$ cat src/rtl/kesm_pkg.sv
// kesm_pkg: shared types, codes and constants of the key escape sequence matcher
// no dependencies; imported by every module of the block

package kesm_pkg;

  // default sizes handed to the top level parameters
  localparam int MAX_KEYS_DEF    = 32;
  localparam int MAX_SEQ_LEN_DEF = 7;

  // fixed field widths
  localparam int BYTE_W     = 8;
  localparam int IDX_W      = 5;
  localparam int POS_W      = 3;
  localparam int ELEN_W     = 3;
  localparam int OPC_W      = 2;
  localparam int KIND_W     = 2;
  localparam int CFG_IDX_W  = 1;
  localparam int CFG_DATA_W = 8;
  localparam int S_DATA_W   = 24;
  localparam int M_DATA_W   = 8;

  localparam logic [BYTE_W-1:0] NEWLINE_BYTE = 8'h0A;
  localparam logic [BYTE_W-1:0] ERASE_RESET  = 8'd127;

  // configuration register indexes
  localparam logic [CFG_IDX_W-1:0] CFG_ERASE_CHAR = 1'b0;
  localparam logic [CFG_IDX_W-1:0] CFG_COLLAPSE   = 1'b1;

  typedef enum logic [OPC_W-1:0] {
    OP_KEY     = 2'd0,
    OP_TIMEOUT = 2'd1,
    OP_WR_BYTE = 2'd2,
    OP_WR_LEN  = 2'd3
  } opcode_e;

  typedef enum logic [KIND_W-1:0] {
    KIND_PLAIN = 2'd0,
    KIND_KEY   = 2'd1,
    KIND_ERASE = 2'd2
  } kind_e;

  // source of the next result item
  typedef enum logic [1:0] {
    EMIT_BYTE  = 2'd0,
    EMIT_ERASE = 2'd1,
    EMIT_KEY   = 2'd2,
    EMIT_PEND  = 2'd3
  } emit_sel_e;

  // controller to datapath
  typedef struct packed {
    logic      load;
    logic      table_wr;
    logic      push;
    logic      scan_start;
    logic      scan_step;
    logic      replay_start;
    logic      emit;
    emit_sel_e sel;
    logic      clr_cnt;
  } kesm_cmd_t;

  // datapath to controller
  typedef struct packed {
    opcode_e op;
    logic    cnt_zero;
    logic    is_nl;
    logic    is_erase;
    logic    whole;
    logic    any;
    logic    last_row;
    logic    full;
    logic    rep_last;
    logic    out_free;
  } kesm_sts_t;

endpackage

$ cat src/rtl/key_escape_sequence_matcher.sv
// key_escape_sequence_matcher: a key byte ends in a key, in no result or in a replay, set
// by the scan over the table memory at one row per cycle while no whole match waits for
// the result register; a replay emits the buffered bytes in order. newline or erase with
// an empty buffer goes from the decode state into the result register once it is free.
// reset clears control state, entry lengths and config; the table is undefined
// until written. one item is in work at a time; the result register frees input.

module key_escape_sequence_matcher
  import kesm_pkg::*;
#(
  parameter int MAX_KEYS    = MAX_KEYS_DEF,
  parameter int MAX_SEQ_LEN = MAX_SEQ_LEN_DEF
) (
  input  logic                  clk_i,
  input  logic                  rst_ni,
  input  logic                  s_axis_tvalid,
  output logic                  s_axis_tready,
  // from lowest bit: data_byte[7:0], entry_index[12:8], position[15:13],
  // entry_length[18:16], zero fill
  input  logic [S_DATA_W-1:0]   s_axis_tdata,
  // opcode[1:0]
  input  logic [OPC_W-1:0]      s_axis_tuser,
  input  logic                  cfg_we_i,
  input  logic [CFG_IDX_W-1:0]  cfg_index_i,
  input  logic [CFG_DATA_W-1:0] cfg_data_i,
  output logic                  m_axis_tvalid,
  input  logic                  m_axis_tready,
  // value[7:0]
  output logic [M_DATA_W-1:0]   m_axis_tdata,
  // kind[1:0]
  output logic [KIND_W-1:0]     m_axis_tuser,
  output logic                  m_axis_tlast
);

  kesm_cmd_t cmd;
  kesm_sts_t sts;

  kesm_ctrl u_ctrl (
    .clk_i      (clk_i),
    .rst_ni     (rst_ni),
    .s_tvalid_i (s_axis_tvalid),
    .s_tready_o (s_axis_tready),
    .sts_i      (sts),
    .cmd_o      (cmd)
  );

  kesm_datapath #(
    .MAX_KEYS    (MAX_KEYS),
    .MAX_SEQ_LEN (MAX_SEQ_LEN)
  ) u_datapath (
    .clk_i       (clk_i),
    .rst_ni      (rst_ni),
    .cmd_i       (cmd),
    .sts_o       (sts),
    .s_tdata_i   (s_axis_tdata),
    .s_tuser_i   (s_axis_tuser),
    .cfg_we_i    (cfg_we_i),
    .cfg_index_i (cfg_index_i),
    .cfg_data_i  (cfg_data_i),
    .m_tready_i  (m_axis_tready),
    .m_tvalid_o  (m_axis_tvalid),
    .m_tdata_o   (m_axis_tdata),
    .m_tuser_o   (m_axis_tuser),
    .m_tlast_o   (m_axis_tlast)
  );

endmodule

$ cat src/rtl/kesm_datapath.sv
// kesm_datapath: sequence table memory, entry lengths, pending byte buffer,
// row compare, replay counter, config registers and the result register
// depends on kesm_pkg

module kesm_datapath
  import kesm_pkg::*;
#(
  parameter int MAX_KEYS    = MAX_KEYS_DEF,
  parameter int MAX_SEQ_LEN = MAX_SEQ_LEN_DEF
) (
  input  logic                  clk_i,
  input  logic                  rst_ni,
  input  kesm_cmd_t             cmd_i,
  output kesm_sts_t             sts_o,
  // from lowest bit: data_byte, entry_index, position, entry_length
  input  logic [S_DATA_W-1:0]   s_tdata_i,
  // opcode
  input  logic [OPC_W-1:0]      s_tuser_i,
  input  logic                  cfg_we_i,
  input  logic [CFG_IDX_W-1:0]  cfg_index_i,
  input  logic [CFG_DATA_W-1:0] cfg_data_i,
  input  logic                  m_tready_i,
  output logic                  m_tvalid_o,
  // value
  output logic [M_DATA_W-1:0]   m_tdata_o,
  // kind
  output logic [KIND_W-1:0]     m_tuser_o,
  output logic                  m_tlast_o
);

  localparam int KW = (MAX_KEYS > 1) ? $clog2(MAX_KEYS) : 1;
  localparam int IW = $clog2(MAX_SEQ_LEN);
  localparam int CW = $clog2(MAX_SEQ_LEN + 1);
  localparam int LW = (CW > ELEN_W) ? CW : ELEN_W;

  // latched input item
  opcode_e             op_q;
  logic [BYTE_W-1:0]   dat_q;
  logic [IDX_W-1:0]    idx_q;
  logic [POS_W-1:0]    pos_q;
  logic [ELEN_W-1:0]   elen_q;

  logic [BYTE_W-1:0]   erase_q;
  logic                collapse_q;

  // table: one row per entry, one byte lane per position
  logic [MAX_SEQ_LEN-1:0][BYTE_W-1:0] mem_q [MAX_KEYS];
  logic [MAX_SEQ_LEN-1:0][BYTE_W-1:0] row_q;
  logic [ELEN_W-1:0]   len_q [MAX_KEYS];
  logic [ELEN_W-1:0]   lrow_q;
  logic [KW-1:0]       f_q;
  logic [KW-1:0]       fr_q;
  logic                rd_v_q;
  logic                any_q;

  logic [BYTE_W-1:0]   pend_q [MAX_SEQ_LEN];
  logic [CW-1:0]       cnt_q;
  logic [IW-1:0]       r_q;

  logic                ov_q;
  kind_e               okind_q;
  logic [BYTE_W-1:0]   oval_q;
  logic                olast_q;

  logic                same;
  logic                cur_ok;
  logic                whole;
  logic                collapse_case;
  logic                rep_last;
  logic                idx_ok;
  logic                pos_ok;

  // item latch
  always_ff @(posedge clk_i) begin
    if (cmd_i.load) begin
      op_q   <= opcode_e'(s_tuser_i);
      dat_q  <= s_tdata_i[7:0];
      idx_q  <= s_tdata_i[12:8];
      pos_q  <= s_tdata_i[15:13];
      elen_q <= s_tdata_i[18:16];
    end
  end

  // configuration registers
  always_ff @(posedge clk_i or negedge rst_ni) begin
    if (!rst_ni) begin
      erase_q    <= ERASE_RESET;
      collapse_q <= 1'b0;
    end else if (cfg_we_i) begin
      unique case (cfg_index_i)
        CFG_ERASE_CHAR: erase_q    <= cfg_data_i;
        CFG_COLLAPSE:   collapse_q <= cfg_data_i[0];
      endcase
    end
  end

  assign idx_ok = ({2'b00, idx_q} < 7'(MAX_KEYS));
  assign pos_ok = ({2'b00, pos_q} < 5'(MAX_SEQ_LEN));

  // table memory: byte write, registered row read
  always_ff @(posedge clk_i) begin
    if (cmd_i.table_wr && op_q == OP_WR_BYTE && idx_ok && pos_ok) begin
      mem_q[KW'(idx_q)][IW'(pos_q)] <= dat_q;
    end
    if (cmd_i.scan_step) begin
      row_q <= mem_q[f_q];
    end
  end

  // entry lengths, cleared by reset
  always_ff @(posedge clk_i or negedge rst_ni) begin
    if (!rst_ni) begin
      for (int k = 0; k < MAX_KEYS; k++) begin
        len_q[k] <= '0;
      end
    end else if (cmd_i.table_wr && op_q == OP_WR_LEN && idx_ok) begin
      len_q[KW'(idx_q)] <= elen_q;
    end
  end

  // scan pointer and row tags
  always_ff @(posedge clk_i or negedge rst_ni) begin
    if (!rst_ni) begin
      f_q    <= '0;
      fr_q   <= '0;
      lrow_q <= '0;
      rd_v_q <= 1'b0;
      any_q  <= 1'b0;
    end else if (cmd_i.scan_start) begin
      f_q    <= '0;
      rd_v_q <= 1'b0;
      any_q  <= 1'b0;
    end else if (cmd_i.scan_step) begin
      f_q    <= f_q + KW'(1);
      fr_q   <= f_q;
      lrow_q <= len_q[f_q];
      rd_v_q <= 1'b1;
      any_q  <= any_q | cur_ok;
    end
  end

  // compare the row in hand against the buffered prefix
  always_comb begin
    same = 1'b1;
    for (int p = 0; p < MAX_SEQ_LEN; p++) begin
      if (CW'(p) < cnt_q && row_q[p] != pend_q[p]) begin
        same = 1'b0;
      end
    end
  end

  assign cur_ok = rd_v_q && same && (LW'(lrow_q) >= LW'(cnt_q));
  assign whole  = cur_ok && (LW'(lrow_q) == LW'(cnt_q));

  // pending buffer
  always_ff @(posedge clk_i) begin
    if (cmd_i.push) begin
      if (cnt_q >= CW'(MAX_SEQ_LEN)) begin
        pend_q[0] <= dat_q;
      end else begin
        pend_q[cnt_q[IW-1:0]] <= dat_q;
      end
    end
  end

  always_ff @(posedge clk_i or negedge rst_ni) begin
    if (!rst_ni) begin
      cnt_q <= '0;
    end else if (cmd_i.clr_cnt) begin
      cnt_q <= '0;
    end else if (cmd_i.push) begin
      if (cnt_q >= CW'(MAX_SEQ_LEN)) begin
        cnt_q <= CW'(1);
      end else begin
        cnt_q <= cnt_q + CW'(1);
      end
    end
  end

  // replay position
  always_ff @(posedge clk_i or negedge rst_ni) begin
    if (!rst_ni) begin
      r_q <= '0;
    end else if (cmd_i.replay_start) begin
      r_q <= '0;
    end else if (cmd_i.emit && cmd_i.sel == EMIT_PEND) begin
      r_q <= r_q + IW'(1);
    end
  end

  assign collapse_case = collapse_q && cnt_q == CW'(2) && pend_q[0] == pend_q[1];
  assign rep_last      = collapse_case || (CW'(r_q) + CW'(1) == cnt_q);

  // result register
  always_ff @(posedge clk_i or negedge rst_ni) begin
    if (!rst_ni) begin
      ov_q <= 1'b0;
    end else if (cmd_i.emit) begin
      ov_q <= 1'b1;
    end else if (m_tready_i) begin
      ov_q <= 1'b0;
    end
  end

  always_ff @(posedge clk_i) begin
    if (cmd_i.emit) begin
      unique case (cmd_i.sel)
        EMIT_BYTE: begin
          okind_q <= KIND_PLAIN;
          oval_q  <= dat_q;
          olast_q <= 1'b1;
        end
        EMIT_ERASE: begin
          okind_q <= KIND_ERASE;
          oval_q  <= '0;
          olast_q <= 1'b1;
        end
        EMIT_KEY: begin
          okind_q <= KIND_KEY;
          oval_q  <= BYTE_W'(fr_q);
          olast_q <= 1'b1;
        end
        EMIT_PEND: begin
          okind_q <= KIND_PLAIN;
          oval_q  <= pend_q[r_q];
          olast_q <= rep_last;
        end
      endcase
    end
  end

  assign m_tvalid_o = ov_q;
  assign m_tdata_o  = oval_q;
  assign m_tuser_o  = okind_q;
  assign m_tlast_o  = olast_q;

  // status
  always_comb begin
    sts_o          = '0;
    sts_o.op       = op_q;
    sts_o.cnt_zero = (cnt_q == '0);
    sts_o.is_nl    = (dat_q == NEWLINE_BYTE);
    sts_o.is_erase = (dat_q == erase_q);
    sts_o.whole    = whole;
    sts_o.any      = any_q | cur_ok;
    sts_o.last_row = rd_v_q && (fr_q == KW'(MAX_KEYS - 1));
    sts_o.full     = (cnt_q >= CW'(MAX_SEQ_LEN));
    sts_o.rep_last = rep_last;
    sts_o.out_free = !ov_q || m_tready_i;
  end

  // buffer never holds more than a full sequence
  a_cnt_bound: assert property (@(posedge clk_i) disable iff (!rst_ni)
    cnt_q <= CW'(MAX_SEQ_LEN))
    else $error("pending count above sequence length");

  // a recognized key empties the buffer
  a_key_clears: assert property (@(posedge clk_i) disable iff (!rst_ni)
    cmd_i.emit && cmd_i.sel == EMIT_KEY |=> cnt_q == '0)
    else $error("buffer not empty after key result");

  // table writes leave the buffer alone
  a_wr_keeps_buf: assert property (@(posedge clk_i) disable iff (!rst_ni)
    cmd_i.table_wr |=> $stable(cnt_q))
    else $error("table write changed pending count");

endmodule

$ cat src/rtl/kesm_ctrl.sv
// kesm_ctrl: controller state machine of the key escape sequence matcher
// depends on kesm_pkg; drives kesm_datapath through command and status structs

module kesm_ctrl
  import kesm_pkg::*;
(
  input  logic      clk_i,
  input  logic      rst_ni,
  input  logic      s_tvalid_i,
  output logic      s_tready_o,
  input  kesm_sts_t sts_i,
  output kesm_cmd_t cmd_o
);

  typedef enum logic [1:0] {
    ST_IDLE   = 2'd0,
    ST_DECODE = 2'd1,
    ST_SCAN   = 2'd2,
    ST_REPLAY = 2'd3
  } state_e;

  state_e state_q;
  state_e state_d;

  // state register
  always_ff @(posedge clk_i or negedge rst_ni) begin
    if (!rst_ni) begin
      state_q <= ST_IDLE;
    end else begin
      state_q <= state_d;
    end
  end

  // next state and commands
  always_comb begin
    state_d    = state_q;
    cmd_o      = '0;
    s_tready_o = 1'b0;
    unique case (state_q)
      ST_IDLE: begin
        s_tready_o = 1'b1;
        if (s_tvalid_i) begin
          cmd_o.load = 1'b1;
          state_d    = ST_DECODE;
        end
      end
      ST_DECODE: begin
        unique case (sts_i.op)
          OP_KEY: begin
            // newline or erase with nothing buffered goes out at once
            if (sts_i.cnt_zero && (sts_i.is_nl || sts_i.is_erase)) begin
              if (sts_i.out_free) begin
                cmd_o.emit = 1'b1;
                cmd_o.sel  = sts_i.is_nl ? EMIT_BYTE : EMIT_ERASE;
                state_d    = ST_IDLE;
              end
            end else begin
              cmd_o.push       = 1'b1;
              cmd_o.scan_start = 1'b1;
              state_d          = ST_SCAN;
            end
          end
          OP_TIMEOUT: begin
            if (sts_i.cnt_zero) begin
              state_d = ST_IDLE;
            end else begin
              cmd_o.replay_start = 1'b1;
              state_d            = ST_REPLAY;
            end
          end
          OP_WR_BYTE, OP_WR_LEN: begin
            cmd_o.table_wr = 1'b1;
            state_d        = ST_IDLE;
          end
        endcase
      end
      ST_SCAN: begin
        // hold the matching row until the result register is free
        if (sts_i.whole) begin
          if (sts_i.out_free) begin
            cmd_o.emit    = 1'b1;
            cmd_o.sel     = EMIT_KEY;
            cmd_o.clr_cnt = 1'b1;
            state_d       = ST_IDLE;
          end
        end else begin
          cmd_o.scan_step = 1'b1;
          if (sts_i.last_row) begin
            if (!sts_i.any || sts_i.full) begin
              cmd_o.replay_start = 1'b1;
              state_d            = ST_REPLAY;
            end else begin
              state_d = ST_IDLE;
            end
          end
        end
      end
      ST_REPLAY: begin
        if (sts_i.out_free) begin
          cmd_o.emit = 1'b1;
          cmd_o.sel  = EMIT_PEND;
          if (sts_i.rep_last) begin
            cmd_o.clr_cnt = 1'b1;
            state_d       = ST_IDLE;
          end
        end
      end
    endcase
  end

  // never overwrite a result that is still waiting
  a_emit_free: assert property (@(posedge clk_i) disable iff (!rst_ni)
    cmd_o.emit |-> sts_i.out_free)
    else $error("result emitted into a full output register");

  // replay only runs over a non-empty buffer
  a_replay_nonempty: assert property (@(posedge clk_i) disable iff (!rst_ni)
    state_q == ST_REPLAY |-> !sts_i.cnt_zero)
    else $error("replay with empty buffer");

  // bytes given at once are never buffered
  a_push_guard: assert property (@(posedge clk_i) disable iff (!rst_ni)
    cmd_o.push |-> !(sts_i.cnt_zero && (sts_i.is_nl || sts_i.is_erase)))
    else $error("newline or erase byte pushed into empty buffer");

endmodule
$ cat config.mk
export PLATFORM = sky130hd
export DESIGN_NAME = key_escape_sequence_matcher
export DESIGN_NICKNAME = d
export VERILOG_FILES = /design/src/rtl/kesm_pkg.sv /design/src/rtl/key_escape_sequence_matcher.sv /design/src/rtl/kesm_datapath.sv /design/src/rtl/kesm_ctrl.sv
export SDC_FILE = /design/constraint.sdc
export NUM_CORES = 2
export LEC_CHECK = 0
export BUFFER_PORTS_ARGS = -buffer_cell sky130_fd_sc_hd__buf_2
export CORE_MARGIN = 2
export CORE_UTILIZATION = 50
export DETAILED_ROUTE_END_ITERATION = 8
export PLACE_DENSITY = 0.72
export SLEW_MARGIN = 30
export SYNTH_ARGS = -nofsm -noshare
export SYNTH_HDL_FRONTEND = slang
export SYNTH_SLANG_ARGS = --single-unit
$ cat constraint.sdc
create_clock -name clk_i -period 7.85 [get_ports clk_i]
set_input_delay 1.1775 -clock clk_i [delete_from_list [all_inputs] [get_ports clk_i]]
set_output_delay 1.1775 -clock clk_i [all_outputs]
set_load 0.1 [all_outputs]
==> impl_metrics.ini <==
[status]
outcome = complete, no violations

[cts]
cts_root_buffer = clkbuf_16
cts_tree = yes
clk_pin_slew_ns = 0.07
clockBufferDepth = 3
cts_resized = 0
htree_levels = 4
clock_sinks = 2073
clk_latency_ns = 0.82
hold_buffers = 0
post_cts_buffers = 0
cts_buffers = 197

[power_and_ir_drop]
power_switching_w = 0.00714
ir_drop_mv = 0.343
internal-power_w = 0.0206
power_frac_clock = 0.337
combPwrFrac = 0.189
p_leak_nw = 28.1
p_per_area_nw_per_um2 = 305
seqPwrFrac = 0.474
swShare = 0.257

[die]
die_h_um = 407
dieArea_sq_um = 166000
core_sq_um = 161000
num_rows = 147
num_io_pins = 53
fp.dieW_um = 407
initial_core_util = 0.505

[place]
portBuffers = 47
hpwlAfterDp_mm = 108
gp_congestion = 0.882

[detailed_routing]
ant_nets = 0
drt-total-wl_mm = 182
drt_iter0_markers = 4971
firstDrtPassIters = 7
avgViaCountPerCell = 6.17
vias = 37700
wire_per_inst_um = 29.8
drc = 0

[grt]
antenna_found_initial = 5
grt_pass1_vias = 37900
overflow = 0
grt_max_degree = 178
grt_pass1_wl_mm = 265
grt_usage = 0.219

[logic_synthesis]
synthCells = 3641
synth_edf_count = 1944
synth_area_leaders = edfxtp_1 72%, mux4_2 17%, dfrtp_1 3.8%
ys_seq_area_frac = 0.758
synthArstFlopShare = 0.0622
netlist.area_leader.share = 0.718
synth_cell_types = 62
synth_area_leader_cell = edfxtp_1
syn_area_sq_um = 81300
ys.flop_type = edfxtp_1
ys_seq_elements = 2073
syn_avg_cell_area_sq_um = 22.3
yosys_warnings = 0

[timing]
slew_headroom = 0.255
rsz0062_at_grt = no
hold_viol = 0
period_share = 0.504
setup_viol = 0
final.min_clock_period_ns = 3.96
tightest_slew_ns = 1.12
drv_slew = 0
finalSetupTns_ns = 0
fin_worst_skew_ns = 0.0287
fmax_mhz = 253

[setup_path]
crit_type = reg2reg
endpoint_kind = flip-flop
worstPathArrival_ns = 4.67
critPathRequiredTime_ns = 8.56
cp_max_fo = 47
start_kind = flip-flop

[layout]
areaGrowthSynthToFinish_pct = 11.8
final_cell_mix = 1944 x edfxtp_1, 605 x mux4_2, 272 x nor2_1
final_core_util = 0.565
layout_commonest_cell = edfxtp_1
nNetsFinal = 3835
drive_gt1_frac = 0.311

[job]
drv_cap = 0

[min_path]
hold_class = in2async
[critical path, cell delays in order, from the launching register on]
cell     delay (ns)
dfrtp_1        0.62
inv_1          0.25
ha_1           0.36
and3_2         0.28
and3_1         0.23
a41oi_4        0.64
buf_4          0.65
and2_4         0.40
mux2_2         0.35
[path summary, 6_finish.rpt]
path / startpoint / slack [ns] / to / cells past startpoint
setup / recovery: u_datapath.cnt_q[2] / 3.89 / u_datapath.fr_q[4] / 8
hold / removal: rst_ni / 0.32 / u_datapath.m_tvalid_o / 1
setup reg to reg: u_datapath.cnt_q[2] / 3.89 / u_datapath.fr_q[4] / 8
hold reg to reg: u_datapath.len_q[4] / 0.50 / u_datapath.len_q[4] / 1
max in group asynchronous: rst_ni / 6.34 / u_datapath.len_q[19] / 3
min in group clk_i: u_datapath.len_q[4] / 0.50 / u_datapath.len_q[4] / 1
[area by class of cell]
class                           count  area, sq um
Antenna cell                        2         5.00
Sequential cell                  2073        61600
Fill cell                       11500        70100
Clock buffer                      240         5230
Multi-Input combinational cell   1374        19000
Timing Repair Buffer              126         1120
Inverter                           10         37.5
Tap cell                         2160         2700
Clock inverter                    131         1160
[flip-flops by register name, indices dropped and copies added (netlist names)]
signal and cells:
u_datapath.lrow_q 3, u_datapath.idx_q 5, u_datapath.fr_q 5, u_datapath.erase_q 8
u_datapath.f_q 5, u_datapath.rd_v_q 1, u_datapath.cnt_q 3, u_datapath.pend_q 64
u_datapath.m_tuser_o 2, u_datapath.r_q 3, u_datapath.mem_q 1792, u_datapath.pos_q 3
u_datapath.m_tdata_o 8, u_datapath.collapse_q 1, u_datapath.row_q 56, u_datapath.any_q 1
u_datapath.dat_q 8, u_datapath.len_q 96, u_datapath.op_q 2, u_datapath.m_tvalid_o 1
u_datapath.m_tlast_o 1, u_ctrl.state_q 2, u_datapath.elen_q 3
[stage by stage]
step	power, W	cells	worst slack [ns]	hold slack [ns]	instance area [sq um]
floorplan	0.0170	3648	2.44	0.474	81300
global placement	0.0185	5733	3.89	0.483	84200
detailed placement	0.0186	5737	3.97	0.488	84300
CTS	0.0279	6108	3.97	0.298	90700
global route	0.0286	6114	3.80	0.323	90900
finish	0.0277	6116	3.89	0.317	90900
[metal layers]
layer	GRT usage	share of wire
met1	0.317	0.41
met2	0.333	0.47
met3	0.0483	0.086
met4	0.0804	0.034
met5	0	0.00031
[power by group through the flow]
| stage | sequential [W] | clock, W | combinational (W) |
|---|---|---|---|
| 6_report | 0.0131 | 0.00936 | 0.00524 |
| 5_1_grt | 0.0132 | 0.00991 | 0.00556 |
| 4_1_cts | 0.0131 | 0.00947 | 0.00526 |
| 3_5_place_dp | 0.0134 | 0 | 0.00524 |
| 3_3_place_gp | 0.0134 | 0 | 0.00508 |
| 2_1_floorplan | 0.0135 | 0 | 0.00349 |
[synthesized netlist by cell type, types with 2 or more instances]
cell type / count
mux4_2: 605
mux2_2: 162
nand2_1: 59
clkbuf_1: 128
a211o_1: 5
a31o_2: 6
dfstp_2: 7
a41oi_1: 4
inv_1: 10
o211ai_1: 2
o21ai_1: 2
dfrtp_1: 122
and3b_1: 3
a21o_1: 3
ha_1: 13
nor2b_1: 10
nand4_1: 8
and2b_2: 2
or2_2: 14
a31oi_1: 3
nor2_1: 274
mux2_4: 4
o21a_1: 2
xor2_1: 62
clkbuf_8: 2
a21oi_1: 15
and3_1: 4
and2_1: 2
buf_1: 54
edfxtp_1: 1944
nor3b_1: 5
nand3_1: 7
o21ai_0: 7
nor3_1: 9
buf_6: 2
buf_2: 2
mux2i_1: 13
xnor2_1: 20
nor4_1: 18
nand2b_1: 4
and2_2: 2
[kinds of logic after synthesis]
logic type,Yosys count,synth area share
DFF,2073,0.758
muxes,785,0.193
and+or+nand+nor,429,0.0234
buffers and inverters,201,0.00996
xor gates and xnor gates,82,0.00884
AOI/OAI and AO/OA,57,0.00503
adders and majority gates,13,0.00200
other,1,0.0000461
Note: power is estimated with default switching activity, not from simulation.
